<file path="src/rtl/core/assert_macros.svh">
// Assertion helpers shared by the core modules.
`ifndef ASSERT_MACROS_SVH
`define ASSERT_MACROS_SVH
`ifndef SYNTHESIS
`define ASSERT_IMP(label, clk, rst_n, cond, prop) \
    label: assert property (@(posedge clk) disable iff (!rst_n) (cond) |-> (prop)) \
        else $error("assertion failed");
`define ASSERT_NXT(label, clk, rst_n, cond, prop) \
    label: assert property (@(posedge clk) disable iff (!rst_n) (cond) |=> (prop)) \
        else $error("assertion failed");
`else
`define ASSERT_IMP(label, clk, rst_n, cond, prop)
`define ASSERT_NXT(label, clk, rst_n, cond, prop)
`endif
`endif

</file>
<file path="src/rtl/core/erl_pkg.sv">
package erl_pkg;

    localparam int unsigned DATA_W     = 32;
    localparam int unsigned WIDE_W     = 34;
    localparam int unsigned PROD_W     = 64;
    localparam int unsigned RATE_W     = 31;
    localparam int unsigned REG_IDX_W  = 3;
    localparam int unsigned SQRT_STEPS = 32;
    localparam int unsigned SQRT_CNT_W = $clog2(SQRT_STEPS);
    localparam int unsigned FRAC_W     = 16;

    localparam logic [DATA_W-1:0] SAT_MAX = 32'h7FFF_FFFF;
    localparam logic [DATA_W-1:0] SAT_MIN = 32'h8000_0000;
    localparam logic [DATA_W-1:0] Q_ONE   = 32'h0001_0000;

    localparam logic [DATA_W-1:0] RST_LEAD_LAG_RATIO = 32'd6554;
    localparam logic [RATE_W-1:0] RST_INV_LAG_TIME   = 31'd6554;
    localparam logic [DATA_W-1:0] RST_EXCITER_GAIN   = 32'd6553600;
    localparam logic [RATE_W-1:0] RST_INV_FIELD_TIME = 31'd1310720;
    localparam logic [DATA_W-1:0] RST_FIELD_MIN      = 32'd0;
    localparam logic [DATA_W-1:0] RST_FIELD_MAX      = 32'd327680;
    localparam logic [DATA_W-1:0] RST_VOLTAGE_REF    = 32'd65536;

    localparam logic OP_EVALUATE    = 1'b0;
    localparam logic OP_LIMIT_EVENT = 1'b1;
    localparam logic LIMIT_MAX      = 1'b0;
    localparam logic LIMIT_MIN      = 1'b1;

    typedef enum logic [REG_IDX_W-1:0] {
        REG_LEAD_LAG_RATIO = 3'd0,
        REG_INV_LAG_TIME   = 3'd1,
        REG_EXCITER_GAIN   = 3'd2,
        REG_INV_FIELD_TIME = 3'd3,
        REG_FIELD_MIN      = 3'd4,
        REG_FIELD_MAX      = 3'd5,
        REG_VOLTAGE_REF    = 3'd6
    } reg_idx_t;

    typedef struct packed {
        logic                     operation;
        logic signed [DATA_W-1:0] bus_volt_real;
        logic signed [DATA_W-1:0] bus_volt_imag;
        logic signed [DATA_W-1:0] stabilizer_signal;
        logic signed [DATA_W-1:0] lead_lag_state;
        logic signed [DATA_W-1:0] field_voltage;
        logic                     limit_index;
    } item_t;

    typedef struct packed {
        logic signed [DATA_W-1:0] lead_lag_rate;
        logic signed [DATA_W-1:0] field_residual;
        logic signed [DATA_W-1:0] max_event_value;
        logic signed [DATA_W-1:0] min_event_value;
        logic                     at_max_limit;
        logic                     at_min_limit;
    } result_t;

    typedef struct packed {
        logic [REG_IDX_W-1:0] index;
        logic [DATA_W-1:0]    data;
    } cfg_t;

    // Saturates a 34-bit two's complement sum to 32 bits.
    function automatic logic [DATA_W-1:0] sat_wide(input logic [WIDE_W-1:0] v);
        logic [DATA_W-1:0] r;
        if ((&v[WIDE_W-1:DATA_W-1]) || (~|v[WIDE_W-1:DATA_W-1])) begin
            r = v[DATA_W-1:0];
        end else begin
            r = v[WIDE_W-1] ? SAT_MIN : SAT_MAX;
        end
        return r;
    endfunction

    // Floors a Q32.32 product back to Q16.16 and saturates it.
    function automatic logic [DATA_W-1:0] sat_prod(input logic [PROD_W-1:0] p);
        logic [DATA_W-1:0] r;
        if ((&p[PROD_W-1:DATA_W+FRAC_W-1]) || (~|p[PROD_W-1:DATA_W+FRAC_W-1])) begin
            r = p[DATA_W+FRAC_W-1:FRAC_W];
        end else begin
            r = p[PROD_W-1] ? SAT_MIN : SAT_MAX;
        end
        return r;
    endfunction

    function automatic logic [WIDE_W-1:0] sext(input logic [DATA_W-1:0] v);
        return {{(WIDE_W-DATA_W){v[DATA_W-1]}}, v};
    endfunction

endpackage

</file>
<file path="src/rtl/core/erl_mul.sv">
module erl_mul
    import erl_pkg::*;
(
    input  logic                     clk,
    input  logic                     en,
    input  logic signed [DATA_W-1:0] a,
    input  logic signed [DATA_W-1:0] b,
    output logic signed [PROD_W-1:0] prod_reg
);

    always_ff @(posedge clk)
    begin
        if (en)
        begin
            prod_reg <= PROD_W'(a) * PROD_W'(b);
        end
    end

endmodule

</file>
<file path="config.mk">
export PLATFORM = sky130hd
export DESIGN_NAME = erl_mul
export DESIGN_NICKNAME = d
export VERILOG_FILES = /design/src/rtl/core/assert_macros.svh /design/src/rtl/core/erl_pkg.sv /design/src/rtl/core/erl_mul.sv
export SDC_FILE = /design/constraint.sdc
export NUM_CORES = 2
export LEC_CHECK = 0
export BUFFER_PORTS_ARGS = -buffer_cell sky130_fd_sc_hd__buf_2
export CORE_MARGIN = 4
export CORE_UTILIZATION = 50
export DETAILED_ROUTE_END_ITERATION = 8
export MAX_ROUTING_LAYER = met4
export PLACE_DENSITY = 0.74
export SETUP_SLACK_MARGIN = 0.05
export SKIP_LAST_GASP = 1
export SYNTH_ARGS = -nofsm -noshare
export SYNTH_HDL_FRONTEND = slang
export SYNTH_SLANG_ARGS = --single-unit
</file>
<file path="constraint.sdc">
create_clock -name clk -period 14.3 [get_ports clk]
set_clock_uncertainty 0.15 [all_clocks]
set_input_delay 0.715 -clock clk [delete_from_list [all_inputs] [get_ports clk]]
set_output_delay 0.715 -clock clk [all_outputs]
set_load 0.005 [all_outputs]
</file>
== Yosys cells after proc, flatten, opt, wreduce, memory -nomap -nowiden ==
Cells that the tools add are included.

* $mul: 1

{| class="wikitable"
|+ Operator list
! operator !! number
|-
| 32-bit by 32-bit multiplier with 64-bit output || 1
|}

* Output and inout bits: 64
* Input port bits: 66
* Register bits after elaboration: 64
* Word-level logic and storage cells: 2

== Longest topological paths before layout ==
* Word-level depth: 1
* Gate-level depth with buffers: 28
* Mapped depth without buffers: 27

== Worst setup path before layout ==
Ideal clock, no wire load.

* Path kind: input port to flip-flop
* Start point: input b[2]
* End point: register prod_reg[62], data pin
* Setup time: 269 ps
* Data arrival time: 7843 ps
* Stages on the path: 24
* Path slack: 6038 ps
* Required time: 13881 ps
* Buffers on the path: 1
* Cell sequence: clkbuf_1 nand2_1 inv_1 fa_1 fa_1 fa_1 fa_1 inv_1 fa_1 inv_1 fa_1 inv_1 fa_1 inv_1 fa_1 ha_1 and3_1 nand2_1 or3_1 o22a_1 o211ai_1 a31oi_1 o31ai_1 xor2_1

* Word-level cells in the longest chain between the ends: 1

{| class="wikitable"
|+ Ends and longest elaborated chain
! element !! RTL line !! RTL
|-
| start, declared || erl_mul.sv:7 || <nowiki>input logic signed [DATA_W-1:0] b,</nowiki>
|-
| 32-bit by 32-bit multiplier with 64-bit output || erl_mul.sv:15 || <nowiki>prod_reg <= PROD_W'(a) * PROD_W'(b);</nowiki>
|-
| end signal, assigned || erl_mul.sv:15 ||
|-
| end, declared || erl_mul.sv:8 || <nowiki>output logic signed [PROD_W-1:0] prod_reg</nowiki>
|}

No other way between the ends.
A chain may end at the register's enable or synchronous reset.

== Final worst setup path ==
Ends and elaborated chain as after synthesis.

==> flow_summary.json <==
{
  "coreArea_um2": 74820,
  "setup_viol": 0,
  "max_cap_viol_count": 0,
  "synth_edf_count": 64,
  "syn-cell-area_um2": 37880,
  "die_y_um": 283.3,
  "drtAntennaViolNets": 0,
  "drc": 0,
  "slew_headroom_pct": 25.51,
  "hold_viol": 0,
  "cts.sinks": 64,
  "ys_seq_area_share_pct": 5.073,
  "synth_ff_type": "edfxtp_1",
  "portBuffers": 129,
  "htreeDepth": 3,
  "slew_viol_final": 0,
  "post_drt_wl_per_cell_um": 19.64,
  "hold_start": "en",
  "clkTransAtPathRegs_ps": 70,
  "max_stage_delay_ps": 950,
  "hold_depth": 2,
  "vias_per_cell": 5.376,
  "synth_fp_nets": 5216,
  "chipWidth_um": 283.3,
  "min_path_type": "primary input to register",
  "async_flop_share_pct": 0,
  "clockRootBuffer": "clkbuf_16",
  "synthDistinctLibCells": 63,
  "numCtsBuffers": 9,
  "ys_warn_count": 0,
  "grt_pass1_wl_um": 156100,
  "nets": 5165,
  "grt.total_usage_pct": 25.22,
  "crit_top_cell": "fa_1",
  "hold_end": "prod_reg[12]",
  "initial_core_util_pct": 50.63,
  "area.growth.synth_to_final_pct": 4.029,
  "synth.avg_cell_area_um2": 9.753,
  "status": "finished clean",
  "worst_pin_slew_ps": 1116,
  "post-route-period-util_pct": 63.63,
  "antenna_found_initial": 5,
  "worstSetupEndpointType": "register",
  "grt_start_max_net_pins": 65,
  "finalWeightedCongestion": 0.9179,
  "cts_buffer_depth": 2,
  "path_delay_family": "adder cells",
  "path_buf_inv": 6,
  "via_count": 25880,
  "routed_wl_um": 94550,
  "ctsResizeCount": 0,
  "pin_count": 130,
  "worstPathCellList": "buf_2 -> nand2_1 -> inv_1 -> fa_1 -> fa_1 -> fa_1 -> fa_1 -> inv_1 -> fa_1 -> inv_1 -> fa_1 -> inv_1 -> fa_1 -> inv_1 -> fa_1 -> ha_1 -> and3_1 -> nand2_1 -> or3_1 -> o211ai_1 -> a31oi_1 -> o31ai_1 -> xor2_1",
  "synth-seq-cells": 64,
  "critPathKind": "primary input to register",
  "cp-start-kind": "primary input",
  "critPathMaxFanout": 32,
  "cp.required_ps": 14230,
  "setup_tns_ps": 0,
  "holdBufCountCts": 0,
  "largest_reg_flops": 64,
  "rows": 100,
  "grt_pass1_vias": 29580,
  "fin_crit_ps": 9099,
  "rsz0062_at_grt": "no",
  "drive_gt1_share_pct": 4.561,
  "synth_cells": 3884,
  "slowest_stage": "fa_1",
  "cp_data_arrival_time_ps": 9030,
  "dieArea_um2": 80230,
  "firstDrtPassIters": 5,
  "overflow": 0,
  "post_cts_buffers": 0,
  "hpwl_um": 78320,
  "max_freq_ghz": 0.1099,
  "cts_tree": "yes",
  "dr.first_iter.drc_count": 1406
}
[stage by stage]
step                std cells  hold WS [ps]  cell area [µm²]  setup WS (ps)  util (%)
floorplan                3884         677.5            37880           6038         -
global placement         4791         963.7            39050           5047     52.20
detailed placement       4791         962.7            39050           4867     52.20
CTS                      4806         943.3            39390           5212     52.64
global route             4811         963.2            39400           4608     52.66
finish                   4814         934.3            39410           5201     52.67
[area by class of cell]
cell class	instances	area (µm²)
Clock buffer	10	229.0
Clock inverter	5	106.4
Multi-Input combinational cell	2668	31630
Timing Repair Buffer	138	713.2
Antenna cell	8	20.02
Sequential cell	64	1922
Inverter	952	3573
Tap cell	969	1212
Fill cell	6654	35410
[cells by family (layout without fill, tap and decap cells)]
logic type | count (synthesis) | after routing | synth area share [%]
flip-flops | 64 | 64 | 5.073
other | 0 | 8 | 0
AND/OR/NAND/NOR | 1134 | 1134 | 15.11
buffers and inverters | 1152 | 1105 | 11.42
XOR/XNOR | 75 | 75 | 1.734
AO/OA/AOI/OAI | 193 | 193 | 3.405
adder cells (fa/ha/maj) | 1266 | 1266 | 63.26
[Yosys cell counts (7+ instances only)]
library cell / number / area (µm²)
fa_1: 1082 / 21660
inv_1: 952 / 3573
and2_1: 516 / 3228
nand2_1: 511 / 1918
clkbuf_1: 195 / 732.0
ha_1: 184 / 2302
a21oi_1: 68 / 340.3
edfxtp_1: 64 / 1922
xnor2_1: 53 / 464.2
nor2_1: 42 / 157.7
o21ai_0: 28 / 140.1
a21o_1: 23 / 172.7
xor2_1: 22 / 192.7
nand3_1: 15 / 75.07
o21bai_1: 15 / 112.6
a31oi_1: 12 / 75.07
nand2b_1: 9 / 56.30
and3_1: 7 / 43.79
nand4_1: 7 / 43.79
[cell usage in the layout (no fill, tap or decap), drive strengths merged, types with 7 or more instances in the layout]
master | netlist | final
xor2 | 22 | 22
inv | 952 | 952
diode | 0 | 8
a21oi | 68 | 68
and3 | 9 | 9
and2 | 516 | 516
o31ai | 7 | 7
nor2 | 42 | 42
o21ai | 31 | 31
a211oi | 8 | 8
a31oi | 13 | 13
fa | 1082 | 1082
ha | 184 | 184
o21bai | 15 | 15
a21o | 25 | 25
nor3 | 7 | 7
nand3 | 15 | 15
clkbuf | 195 | 10
nand2b | 9 | 9
nand2 | 511 | 511
buf | 5 | 138
xnor2 | 53 | 53
edfxtp | 64 | 64
nand4 | 7 | 7
[how the worst max path moves through the flow]
stage                     slack (ps)  cells past startpoint            to  start
final                           5200                     23  prod_reg[62]   b[2]
after global routing            4610                     23  prod_reg[62]   b[2]
after CTS                       5210                     23  prod_reg[62]   b[2]
after detailed placement        4870                     23  prod_reg[62]   b[2]
after global placement          5050                     25  prod_reg[62]  a[31]
after floorplan                 6040                     24  prod_reg[62]   b[2]
[per-layer routing]
| layer | vias up | track usage (%) | share of wire [%] |
|---|---|---|---|
| met4 | 0 | 13.10 | 6.4 |
| li1 | 11020 | - | - |
| met1 | 13750 | 28.49 | 35 |
| met2 | 855 | 44.58 | 54 |
| met3 | 259 | 2.484 | 4.7 |
| met5 | - | - | 0 |
Power is left out: the tool's default activity adds up to more than one toggle a clock period on the data nets, which glitch-free logic cannot reach.
