**config.mk**
```make
export PLATFORM = sky130hd
export DESIGN_NAME = erl_sqrt
export DESIGN_NICKNAME = d
export VERILOG_FILES = /design/src/rtl/core/erl_pkg.sv /design/src/rtl/core/erl_sqrt.sv
export VERILOG_INCLUDE_DIRS = /design/src /design/src/rtl/core
export SDC_FILE = /design/constraint.sdc
export NUM_CORES = 1
export LEC_CHECK = 0
export BUFFER_PORTS_ARGS = -buffer_cell sky130_fd_sc_hd__buf_2
export CAP_MARGIN = 20
export CELL_PAD_IN_SITES_DETAIL_PLACEMENT = 1
export CELL_PAD_IN_SITES_GLOBAL_PLACEMENT = 1
export CORE_ASPECT_RATIO = 1.2
export CORE_MARGIN = 4
export CORE_UTILIZATION = 25
export CTS_CLUSTER_DIAMETER = 40
export DETAILED_ROUTE_END_ITERATION = 6
export PLACE_DENSITY = 0.6
export SYNTH_ARGS = -nofsm -noshare
export SYNTH_HDL_FRONTEND = slang
export SYNTH_SLANG_ARGS = --single-unit
```
**constraint.sdc**
```tcl
create_clock -name clk -period 3.6 [get_ports clk]
set_clock_uncertainty 0.2 [all_clocks]
set_input_delay 0.18 -clock clk [delete_from_list [all_inputs] [get_ports clk]]
set_output_delay 0.18 -clock clk [all_outputs]
set_load 0.1 [all_outputs]
```
**src/rtl/core/assert_macros.svh**
```systemverilog
// Assertion helpers shared by the core modules.
`ifndef ASSERT_MACROS_SVH
`define ASSERT_MACROS_SVH
`ifndef SYNTHESIS
`define ASSERT_IMP(label, clk, rst_n, cond, prop) \
    label: assert property (@(posedge clk) disable iff (!rst_n) (cond) |-> (prop)) \
        else $error("assertion failed");
`define ASSERT_NXT(label, clk, rst_n, cond, prop) \
    label: assert property (@(posedge clk) disable iff (!rst_n) (cond) |=> (prop)) \
        else $error("assertion failed");
`else
`define ASSERT_IMP(label, clk, rst_n, cond, prop)
`define ASSERT_NXT(label, clk, rst_n, cond, prop)
`endif
`endif

```
**src/rtl/core/erl_pkg.sv**
```systemverilog
package erl_pkg;

    localparam int unsigned DATA_W     = 32;
    localparam int unsigned WIDE_W     = 34;
    localparam int unsigned PROD_W     = 64;
    localparam int unsigned RATE_W     = 31;
    localparam int unsigned REG_IDX_W  = 3;
    localparam int unsigned SQRT_STEPS = 32;
    localparam int unsigned SQRT_CNT_W = $clog2(SQRT_STEPS);
    localparam int unsigned FRAC_W     = 16;

    localparam logic [DATA_W-1:0] SAT_MAX = 32'h7FFF_FFFF;
    localparam logic [DATA_W-1:0] SAT_MIN = 32'h8000_0000;
    localparam logic [DATA_W-1:0] Q_ONE   = 32'h0001_0000;

    localparam logic [DATA_W-1:0] RST_LEAD_LAG_RATIO = 32'd6554;
    localparam logic [RATE_W-1:0] RST_INV_LAG_TIME   = 31'd6554;
    localparam logic [DATA_W-1:0] RST_EXCITER_GAIN   = 32'd6553600;
    localparam logic [RATE_W-1:0] RST_INV_FIELD_TIME = 31'd1310720;
    localparam logic [DATA_W-1:0] RST_FIELD_MIN      = 32'd0;
    localparam logic [DATA_W-1:0] RST_FIELD_MAX      = 32'd327680;
    localparam logic [DATA_W-1:0] RST_VOLTAGE_REF    = 32'd65536;

    localparam logic OP_EVALUATE    = 1'b0;
    localparam logic OP_LIMIT_EVENT = 1'b1;
    localparam logic LIMIT_MAX      = 1'b0;
    localparam logic LIMIT_MIN      = 1'b1;

    typedef enum logic [REG_IDX_W-1:0] {
        REG_LEAD_LAG_RATIO = 3'd0,
        REG_INV_LAG_TIME   = 3'd1,
        REG_EXCITER_GAIN   = 3'd2,
        REG_INV_FIELD_TIME = 3'd3,
        REG_FIELD_MIN      = 3'd4,
        REG_FIELD_MAX      = 3'd5,
        REG_VOLTAGE_REF    = 3'd6
    } reg_idx_t;

    typedef struct packed {
        logic                     operation;
        logic signed [DATA_W-1:0] bus_volt_real;
        logic signed [DATA_W-1:0] bus_volt_imag;
        logic signed [DATA_W-1:0] stabilizer_signal;
        logic signed [DATA_W-1:0] lead_lag_state;
        logic signed [DATA_W-1:0] field_voltage;
        logic                     limit_index;
    } item_t;

    typedef struct packed {
        logic signed [DATA_W-1:0] lead_lag_rate;
        logic signed [DATA_W-1:0] field_residual;
        logic signed [DATA_W-1:0] max_event_value;
        logic signed [DATA_W-1:0] min_event_value;
        logic                     at_max_limit;
        logic                     at_min_limit;
    } result_t;

    typedef struct packed {
        logic [REG_IDX_W-1:0] index;
        logic [DATA_W-1:0]    data;
    } cfg_t;

    // Saturates a 34-bit two's complement sum to 32 bits.
    function automatic logic [DATA_W-1:0] sat_wide(input logic [WIDE_W-1:0] v);
        logic [DATA_W-1:0] r;
        if ((&v[WIDE_W-1:DATA_W-1]) || (~|v[WIDE_W-1:DATA_W-1])) begin
            r = v[DATA_W-1:0];
        end else begin
            r = v[WIDE_W-1] ? SAT_MIN : SAT_MAX;
        end
        return r;
    endfunction

    // Floors a Q32.32 product back to Q16.16 and saturates it.
    function automatic logic [DATA_W-1:0] sat_prod(input logic [PROD_W-1:0] p);
        logic [DATA_W-1:0] r;
        if ((&p[PROD_W-1:DATA_W+FRAC_W-1]) || (~|p[PROD_W-1:DATA_W+FRAC_W-1])) begin
            r = p[DATA_W+FRAC_W-1:FRAC_W];
        end else begin
            r = p[PROD_W-1] ? SAT_MIN : SAT_MAX;
        end
        return r;
    endfunction

    function automatic logic [WIDE_W-1:0] sext(input logic [DATA_W-1:0] v);
        return {{(WIDE_W-DATA_W){v[DATA_W-1]}}, v};
    endfunction

endpackage

```
**src/rtl/core/erl_sqrt.sv**
```systemverilog
`include "assert_macros.svh"

module erl_sqrt
    import erl_pkg::*;
(
    input  logic              clk,
    input  logic              rst_n,
    input  logic              start,
    input  logic [PROD_W-1:0] radicand,
    output logic              done,
    output logic [DATA_W-1:0] root
);

    localparam int unsigned REM_W = DATA_W + 4;
    localparam logic [SQRT_CNT_W-1:0] LAST_STEP = SQRT_CNT_W'(SQRT_STEPS - 1);

    logic [PROD_W-1:0]     rad_reg;
    logic [REM_W-1:0]      rem_reg;
    logic [DATA_W-1:0]     root_reg;
    logic [SQRT_CNT_W-1:0] cnt_reg;
    logic                  busy_reg;
    logic                  done_reg;

    logic [REM_W-1:0] rem_shift;
    logic [REM_W-1:0] trial;
    logic             take;

    // One result bit per step, restoring form.
    always_comb
    begin
        rem_shift = {rem_reg[REM_W-3:0], rad_reg[PROD_W-1:PROD_W-2]};
        trial     = {2'b00, root_reg, 2'b01};
        take      = (rem_shift >= trial);
    end

    always_ff @(posedge clk or negedge rst_n)
    begin
        if (!rst_n)
        begin
            busy_reg <= 1'b0;
            done_reg <= 1'b0;
            cnt_reg  <= '0;
        end
        else
        begin
            done_reg <= 1'b0;
            if (start)
            begin
                busy_reg <= 1'b1;
                cnt_reg  <= '0;
            end
            else if (busy_reg)
            begin
                cnt_reg <= cnt_reg + SQRT_CNT_W'(1);
                if (cnt_reg == LAST_STEP)
                begin
                    busy_reg <= 1'b0;
                    done_reg <= 1'b1;
                end
            end
        end
    end

    always_ff @(posedge clk)
    begin
        if (start)
        begin
            rad_reg  <= radicand;
            rem_reg  <= '0;
            root_reg <= '0;
        end
        else if (busy_reg)
        begin
            rad_reg  <= {rad_reg[PROD_W-3:0], 2'b00};
            rem_reg  <= take ? (rem_shift - trial) : rem_shift;
            root_reg <= {root_reg[DATA_W-2:0], take};
        end
    end

    assign done = done_reg;
    assign root = root_reg;

    `ASSERT_IMP(a_start_when_free, clk, rst_n, start, !busy_reg)

endmodule

```
Word-level counts from Yosys, hierarchy flattened
Cells that the tools add are included.
{"block": "classes", "add_sub_neg": 2, "n_mul": 0, "n_div": 0, "n_lt_le_gt_ge": 1, "n_eq_ne": 1, "shifts": 0, "mux": 11, "n_bitwise": 0, "reduce_logical": 1}
{"operator": "two-way mux 64 bit", "n": 2}
{"operator": "greater-or-equal comparator 36 x 34 -> 1 bit", "n": 1}
{"operator": "two-way mux 34 bit", "n": 1}
{"operator": "subtractor 34 bit", "n": 1}
{"operator": "two-way mux 5 bit", "n": 2}
{"operator": "two-way mux 1 bit", "n": 6}
{"operator": "adder 5 x 1 -> 5 bit (second input constant)", "n": 1}
{"operator": "equality test 5 bit (second input constant)", "n": 1}
{"operator": "nonzero test 2 bit", "n": 1}
{"block": "word_totals", "reg_bits": 137, "latchBits": 0, "ram_bits": 0, "mem_bits_ro": 0, "output_inout_bits": 33, "elab_cells": 22, "mem_count": 0}

Depth between registers and ports, before layout
Gate-level depths: netlist of the first run.
{"block": "logic_depth", "depth_word": 4, "ltp_mapped": 13}

Worst setup path after synthesis of the first run
Ideal clock, no wire load.
{"block": "synth_timing", "path_type": "flip-flop to flip-flop", "from": "register root_reg[27], in the netlist root[27]", "to": "register rem_reg[33]", "t_arrival_ns": 3.161, "required_ns": 3.206, "setup_slack_ns": 0.045, "path_stages_with_launch": 13, "period_less_slack_ns": 3.555, "cell_sequence": "dfxtp_1 > inv_1 > ha_1 > a21o_1 > a21o_1 > a21oi_2 > a31oi_1 > a2111o_1 > o21bai_1 > buf_6 > buf_4 > o221ai_1 > o22ai_1"}
{"block": "synth_via", "elab_chain_len": 2, "word_cells_on_any_way": 3}
{"item": "start: declaration", "line_no": "erl_sqrt.sv:19", "text": "logic [DATA_W-1:0] root_reg;"}
{"item": "start signal: assignment", "line_no": "erl_sqrt.sv:76", "text": "root_reg <= {root_reg[DATA_W-2:0], take};"}
{"item": "subtractor 34 bit / greater-or-equal comparator 36 x 34 -> 1 bit (equally long branches)", "line_no": "erl_sqrt.sv:75, erl_sqrt.sv:33"}
{"item": "two-way mux 34 bit (*)", "line_no": "erl_sqrt.sv:75", "text": "rem_reg <= take ? (rem_shift - trial) : rem_shift;"}
{"item": "end signal: assignment", "line_no": "erl_sqrt.sv:75"}
{"item": "end: declaration", "line_no": "erl_sqrt.sv:18", "text": "logic [REM_W-1:0] rem_reg;"}
Every way passes the cells marked *; elsewhere a longest branch is shown, timed or not.
A chain may end at the register's enable or synchronous reset.

Worst setup path after layout of the first run
{"block": "layout_timing", "from": "register root_reg[16], in the netlist root[16]", "to": "register rem_reg[15]"}
{"block": "layout_via", "elab_chain_len": 2}
{"item": "greater-or-equal comparator 36 x 34 -> 1 bit", "line_no": "erl_sqrt.sv:33", "text": "take = (rem_shift >= trial);"}
{"item": "two-way mux 34 bit", "line_no": "erl_sqrt.sv:75"}
No other way between the ends.

==> results of run 1 <==
cells in the final DEF, fill, tap and decap left out, types with 6 or more instances in the layout:
cell,Yosys,layout
nor2_1,83,83
dfrtp_1,7,6
buf_2,6,98
a211oi_1,30,30
dfxtp_1,66,66
mux2i_1,56,56
a21oi_1,26,26
mux2_2,62,62
nand4_1,9,9
nand3_1,17,17
a21o_1,16,16
ha_1,36,36
a31oi_1,8,8
nor3_1,9,8
buf_4,1,12
nand2_1,34,33
xnor2_1,15,15
xor2_1,10,10
inv_1,50,50
and3_1,8,8
dlygate4sd3_1,0,66
edfxtp_1,64,64
o21ai_0,17,17
clkbuf_16,0,17
final timing paths:
check | start | endpoint | cells after the start
worst max register to register | root[16]$_SDFFE_PP0P_ | rem_reg[15]$_SDFFE_PP0P_ | 11
worst min register to register | rem_reg[33]$_SDFFE_PP0P_ | rem_reg[33]$_SDFFE_PP0P_ | 2
worst max-delay path | root[16]$_SDFFE_PP0P_ | rem_reg[15]$_SDFFE_PP0P_ | 11
max in group asynchronous | rst_n | busy_reg$_DFF_PN0_ | 3
worst min-delay path | start | busy_reg$_DFF_PN0_ | 3
min in group asynchronous | rst_n | cnt_reg[0]$_DFFE_PN0P_ | 3
worst max-delay path: cells and delay by family (launching register included):
family          cells  cell delay, ns
flops               1            0.37
mux                 1            0.23
simple gates        3            0.52
fa+ha+maj           1            0.47
buf+inv             2            0.35
compound gates      4            1.01
Yosys cell counts, drive strengths merged, types with 10 or more instances:
cell type / instances
nor2: 83
dfxtp: 66
edfxtp: 64
mux2: 63
mux2i: 56
inv: 50
ha: 36
nand2: 34
a211oi: 31
a21oi: 27
clkbuf: 25
o21ai: 19
nand3: 17
a21o: 16
buf: 16
xnor2: 15
nor3: 10
xor2: 10
final cells by class:
cell class                 instances  area (um2)
multi-input combinational        512        3860
timing repair buffer             178        1280
tap                              390         488
clock buffer                      20         447
fill                            3453       20000
inverter                          50         188
sequential                       137        3420
clock inverter                    12         140
power breakdown:
part,switching [mW],leakage (nW),internal (mW),total (mW)
clock,0.729,0.280,1.05,1.78
combinational,2.03,2.76,1.67,3.70
sequential,0.161,1.31,1.88,2.04
total,2.92,4.36,4.60,7.52
through the flow:
stage | worst slack, ns | instances | cell area [um2]
after detailed placement | 0.149 | 1201 | 8570
final | 0.310 | 1299 | 9820
after floorplan | 0.0446 | 740 | 7630
after global placement | 0.207 | 1201 | 8570
after global routing | 0.0422 | 1299 | 9820
after CTS | 0.122 | 1299 | 9820
metal layers:
metal / vias to the layer above / track usage (%) / part of all wire, %
met5: - / 0 / 0
met4: 0 / 3.82 / 1.6
met3: 25 / 3.60 / 4.5
met2: 102 / 22.7 / 50
met1: 2950 / 14.9 / 44
li1: 3020 / - / -
logic make-up (layout without fill, tap and decap cells):
| family | Yosys count | in the layout | share of synthesized area (%) |
|---|---|---|---|
| and+or+nand+nor | 182 | 182 | 10.8 |
| AOI/OAI and AO/OA | 150 | 150 | 14.0 |
| DFF | 137 | 137 | 44.8 |
| muxes | 119 | 119 | 16.7 |
| buffers and inverters | 91 | 260 | 4.92 |
| adders and majority gates | 36 | 36 | 5.90 |
| xor gates and xnor gates | 25 | 25 | 2.87 |
what timing repair did:
action	CTS	global route
endpoints found under the hold margin	71	0
gates resized for setup	0	1
hold buffers	66	0
endpoints found under the setup margin	0	24
==> flow_metrics.tcl, run 1 <==
set metrics [dict create \
    wirelength_mm 20.8 \
    num_vias 6097 \
    drtIter0Drc 212 \
    nNetsFinal 999 \
    pin_count 100 \
    synth_cell_types 70 \
    path_class "flip-flop to flip-flop" \
    arrival_ns 3.36 \
    largest_reg_flops 64 \
    core_area_um2 29900 \
    postSynthCellCount 740 \
    grt_use_total_pct 12.7 \
    root_buffer "clkbuf_16" \
    numPortBuffers 99 \
    ys_seq_area_share_pct 44.8 \
    startpoint_type "flip-flop" \
    maxCapViolCount 0 \
    synth.avg_cell_area_um2 10.3 \
    wl_per_cell_um 16.0 \
    regToRegSetupSlack_ns 0.31 \
    clkLatencyLatePin_ns 0.43 \
    slowest_delay_ns 0.47 \
    drc 0 \
    maxSlewHeadroom_pct 55.8 \
    cts_buffer_depth 2 \
    critPathMaxFanout 12 \
    post_cts_buffers 0 \
    ys.flop_type "dfxtp_1" \
    area_growth_pct 28.7 \
    status "complete, no violations" \
    rsz0062_at_grt "no" \
    cts_sinks 137 \
    die_w_um 168 \
    initial_utilization_pct 25.6 \
    grt_overflow_total 0 \
    grt_pass1_vias 6585 \
    drive_gt1_share_pct 23.9 \
    htree_num_levels 4 \
    ant_nets 0 \
    crit_chain "inv_1 -> ha_1 -> nand3_1 -> o221ai_1 -> nand2_1 -> a22oi_1 -> nand2_1 -> o21bai_4 -> buf_4 -> mux2i_1 -> a211oi_1" \
    max_freq_mhz 304 \
    synth-seq-cells 137 \
    post-route-min-period_ns 3.29 \
    cts_tree "done" \
    grt_max_degree 132 \
    place.gp.congestion 0.808 \
    async_flop_share_pct 5.11 \
    cts_made_buffers 17 \
    dpl.hpwl_mm 14.2 \
    worst_hold_slack_ns 0.120 \
    synth_warnings 0 \
    cp.required_ns 3.67 \
    cpMaxStageDelayCell "ha_1" \
    power_density_nw_per_um2 766 \
    synth_area_leaders "edfxtp_1 (25%), dfxtp_1 (17%), mux2_2 (9.1%)" \
    grt_pass1_wl_mm 34.5 \
    syn_nets 843 \
    diodes 0 \
    routed_via_density 4.69 \
    max-vdd-ir-drop_mv 0.332 \
    antenna_found_initial 0 \
    fin_util_pct 32.9 \
    num_rows 69 \
    drtPass1Iterations 4 \
    synth_enable_flop_cells 64 \
    syn-cell-area_um2 7630 \
    timing_hold_violations_final 0 \
    slew_viol_final 0 \
    fin_setup_tns_ns 0 \
    hp-class "primary input to flip-flop" \
    cp_common_cell "nand2_1" \
    setup_viol 0 \
    tightest_slew_ns 0.663 \
    cp-end-kind "flip-flop" \
    die_area_um2 33400 \
    min_period_over_period_pct 91.4 \
    synth_area_leader_cell "edfxtp_1" \
    clkTransAtPathRegs_ns 0.06 \
    total_power_mw 7.52 \
    synth_top_area_share_pct 25.2 \
    p_leak_nw 4.36 \
    die-height_um 199 \
]
(Power assumes the default switching activity.)
==> run 2, diff against run 1 <==
ABC_AREA = 1   (was not set)
PLACE_DENSITY = 0.63   (was 0.6)
==> run 2 against run 1 <==
Synthesized cell count up 56%. Critical endpoint is now root[0]$_SDFFE_PP0P_. Via count up 28%. Critical path type unchanged. Global-route usage rose by 2.3 points. Cell count increased by 36%. Utilization fell by 0.53 points. Highest routed layer unchanged. Die area up 8.7%. Synthesized area grew 9.1%. Clock power hardly changed. Critical path depth decreased by 1.
==> flow_metrics.tcl, run 2 <==
set metrics [dict create \
    status "complete, no violations" \
    fin_setup_tns_ns 0 \
    maxSlewHeadroom_pct 61.8 \
    postSynthCellCount 1152 \
    grt_pass1_vias 8425 \
    power_density_nw_per_um2 820 \
    maxCapViolCount 0 \
    grt_max_degree 65 \
    final_common_cell "nand2_1" \
    p_leak_nw 5.24 \
    initial_utilization_pct 25.6 \
    die-height_um 208 \
    rsz0062_at_grt "no" \
    cp_common_cell "a21oi_1" \
    grt_overflow_total 0 \
    clkTransAtPathRegs_ns 0.07 \
    core_area_um2 32500 \
    dpl.hpwl_mm 19.5 \
    grt_pass1_wl_mm 44.2 \
    drtIter0Drc 333 \
    slew_viol_final 0 \
    cp.depth 10 \
    antenna_found_initial 0 \
    numPortBuffers 99 \
    syn-cell-area_um2 8330 \
    path_class "flip-flop to flip-flop" \
    cp_top_family "simple AND/OR/NAND/NOR gates" \
    tightest_slew_ns 0.572 \
    clkLatencyLatePin_ns 0.43 \
    synthTopCellsByCount "nand2_1 (465), inv_1 (160), dfxtp_1 (66), edfxtp_1 (64), nor2_1 (61)" \
    cts_tree "done" \
    die_area_um2 36300 \
    max-vdd-ir-drop_mv 0.516 \
    hold_depth 3 \
    routed_via_density 4.42 \
    slowest_delay_ns 0.38 \
    cts_made_buffers 17 \
    cp_num_buf_inv 1 \
    drive_gt1_share_pct 15.8 \
    htree_num_levels 4 \
    synth_enable_flop_cells 64 \
    arrival_ns 2.91 \
    die_w_um 175 \
    hp-class "primary input to flip-flop" \
    synth_area_leaders "edfxtp_1 (23%), nand2_1 (21%), dfxtp_1 (16%)" \
    cts_buffer_depth 2 \
    diodes 0 \
    ys.flop_type "dfxtp_1" \
    startpoint_type "flip-flop" \
    cts_hold_buf 66 \
    rr_worst_depth 10 \
    syn_nets 1255 \
    place.gp.congestion 0.906 \
    post_cts_buffers 0 \
    num_vias 7827 \
    ant_nets 0 \
    synth_area_leader_cell "edfxtp_1" \
    wl_per_cell_um 15.1 \
    synth_cell_types 40 \
    critPathMaxFanout 35 \
    largest_reg_flops 64 \
    finalWorstSetupSlack_ns 0.749 \
    root_buffer "clkbuf_16" \
    ys_seq_area_share_pct 41.1 \
    min_period_over_period_pct 79.2 \
    synth-seq-cells 137 \
    area_growth_pct 26.4 \
    cp-end-kind "flip-flop" \
    cp.required_ns 3.66 \
    cpMaxStageDelayCell "ha_1" \
    async_flop_share_pct 5.11 \
    worst_hold_slack_ns 0.104 \
    post_cts_resize_count 0 \
    drtPass1Iterations 4 \
    dp_slack_ns 0.727 \
    post-route-min-period_ns 2.85 \
    final_cell_mix "nand2_1 (465), inv_1 (160), buf_2 (99), dlygate4sd3_1 (66), dfxtp_1 (66)" \
    synth.avg_cell_area_um2 7.23 \
    nNetsFinal 1415 \
    yosysMostFrequentCell "nand2_1" \
    synth_warnings 0 \
    total_power_mw 8.63 \
    drc 0 \
    cts_sinks 137 \
    wirelength_mm 26.8 \
    crit_chain "inv_1 -> ha_1 -> a21oi_1 -> nand2_1 -> a21oi_1 -> nand3_2 -> nand3_4 -> nand2_8 -> nand2_2 -> o21ai_0" \
    num_rows 72 \
    pin_count 100 \
    synth_top_area_share_pct 23.1 \
    max_freq_mhz 351 \
    timing_hold_violations_final 0 \
    grt_use_total_pct 15.1 \
    setup_viol 0 \
]
run 2: report_power, final:
part           leakage, nW  internal [mW]  switching, mW
Clock                0.276          0.981          0.784
Sequential            1.34           1.89          0.139
Combinational         3.62           1.62           3.21
Total                 5.24           4.49           4.13
run 2: worst paths after layout:
| kind | from | endpoint | slack (ns) |
|---|---|---|---|
| setup / recovery | root[17]$_SDFFE_PP0P_ | root[0]$_SDFFE_PP0P_ | 0.75 |
| hold / removal | start | rad_reg[6]$_DFFE_PP_ | 0.10 |
| setup reg to reg | root[17]$_SDFFE_PP0P_ | root[0]$_SDFFE_PP0P_ | 0.75 |
| hold reg to reg | rem_reg[32]$_SDFFE_PP0P_ | rem_reg[32]$_SDFFE_PP0P_ | 0.26 |
| max in group asynchronous | rst_n | cnt_reg[4]$_DFFE_PN0P_ | 2.39 |
| min in group asynchronous | rst_n | done$_DFF_PN0_ | 0.53 |
run 2: worst min-delay path, delay by kind of cell:
kind | cells | cell delay (ns)
simple gates | 2 | 0.16
buf+inv | 1 | 0.24
run 2: layer usage:
metal  GRT usage [%]  vias up  part of all wire (%)
met5               0        -                     0
met4            4.34        0                   1.6
met3            2.90       29                   3.4
met2            27.4      121                    52
met1            18.0     3713                    43
li1                -     3964                     -
run 2: final cells by class:
type	count	area (um2)
clock inverters	14	150
multi-input cells	819	4120
well taps	444	556
fillers	4019	22000
repair buffers	175	1240
clock buffers	18	429
flip-flops and latches	137	3420
inverters	162	611
run 2: cells by family after synthesis:
| family | after synthesis | share of synthesized area, % |
|---|---|---|
| DFF | 137 | 41.1 |
| adders and majority gates | 36 | 5.41 |
| and+or+nand+nor | 667 | 35.0 |
| xor gates and xnor gates | 16 | 1.68 |
| AOI/OAI and AO/OA | 100 | 7.21 |
| buffers and inverters | 196 | 9.63 |
run 2: stage by stage:
stage	util, %	cells	area, um2
2_1_floorplan	-	1152	8330
3_3_place_gp	28.5	1670	9260
3_5_place_dp	28.5	1670	9260
4_1_cts	32.3	1768	10500
5_1_grt	32.4	1769	10500
6_report	32.4	1769	10500
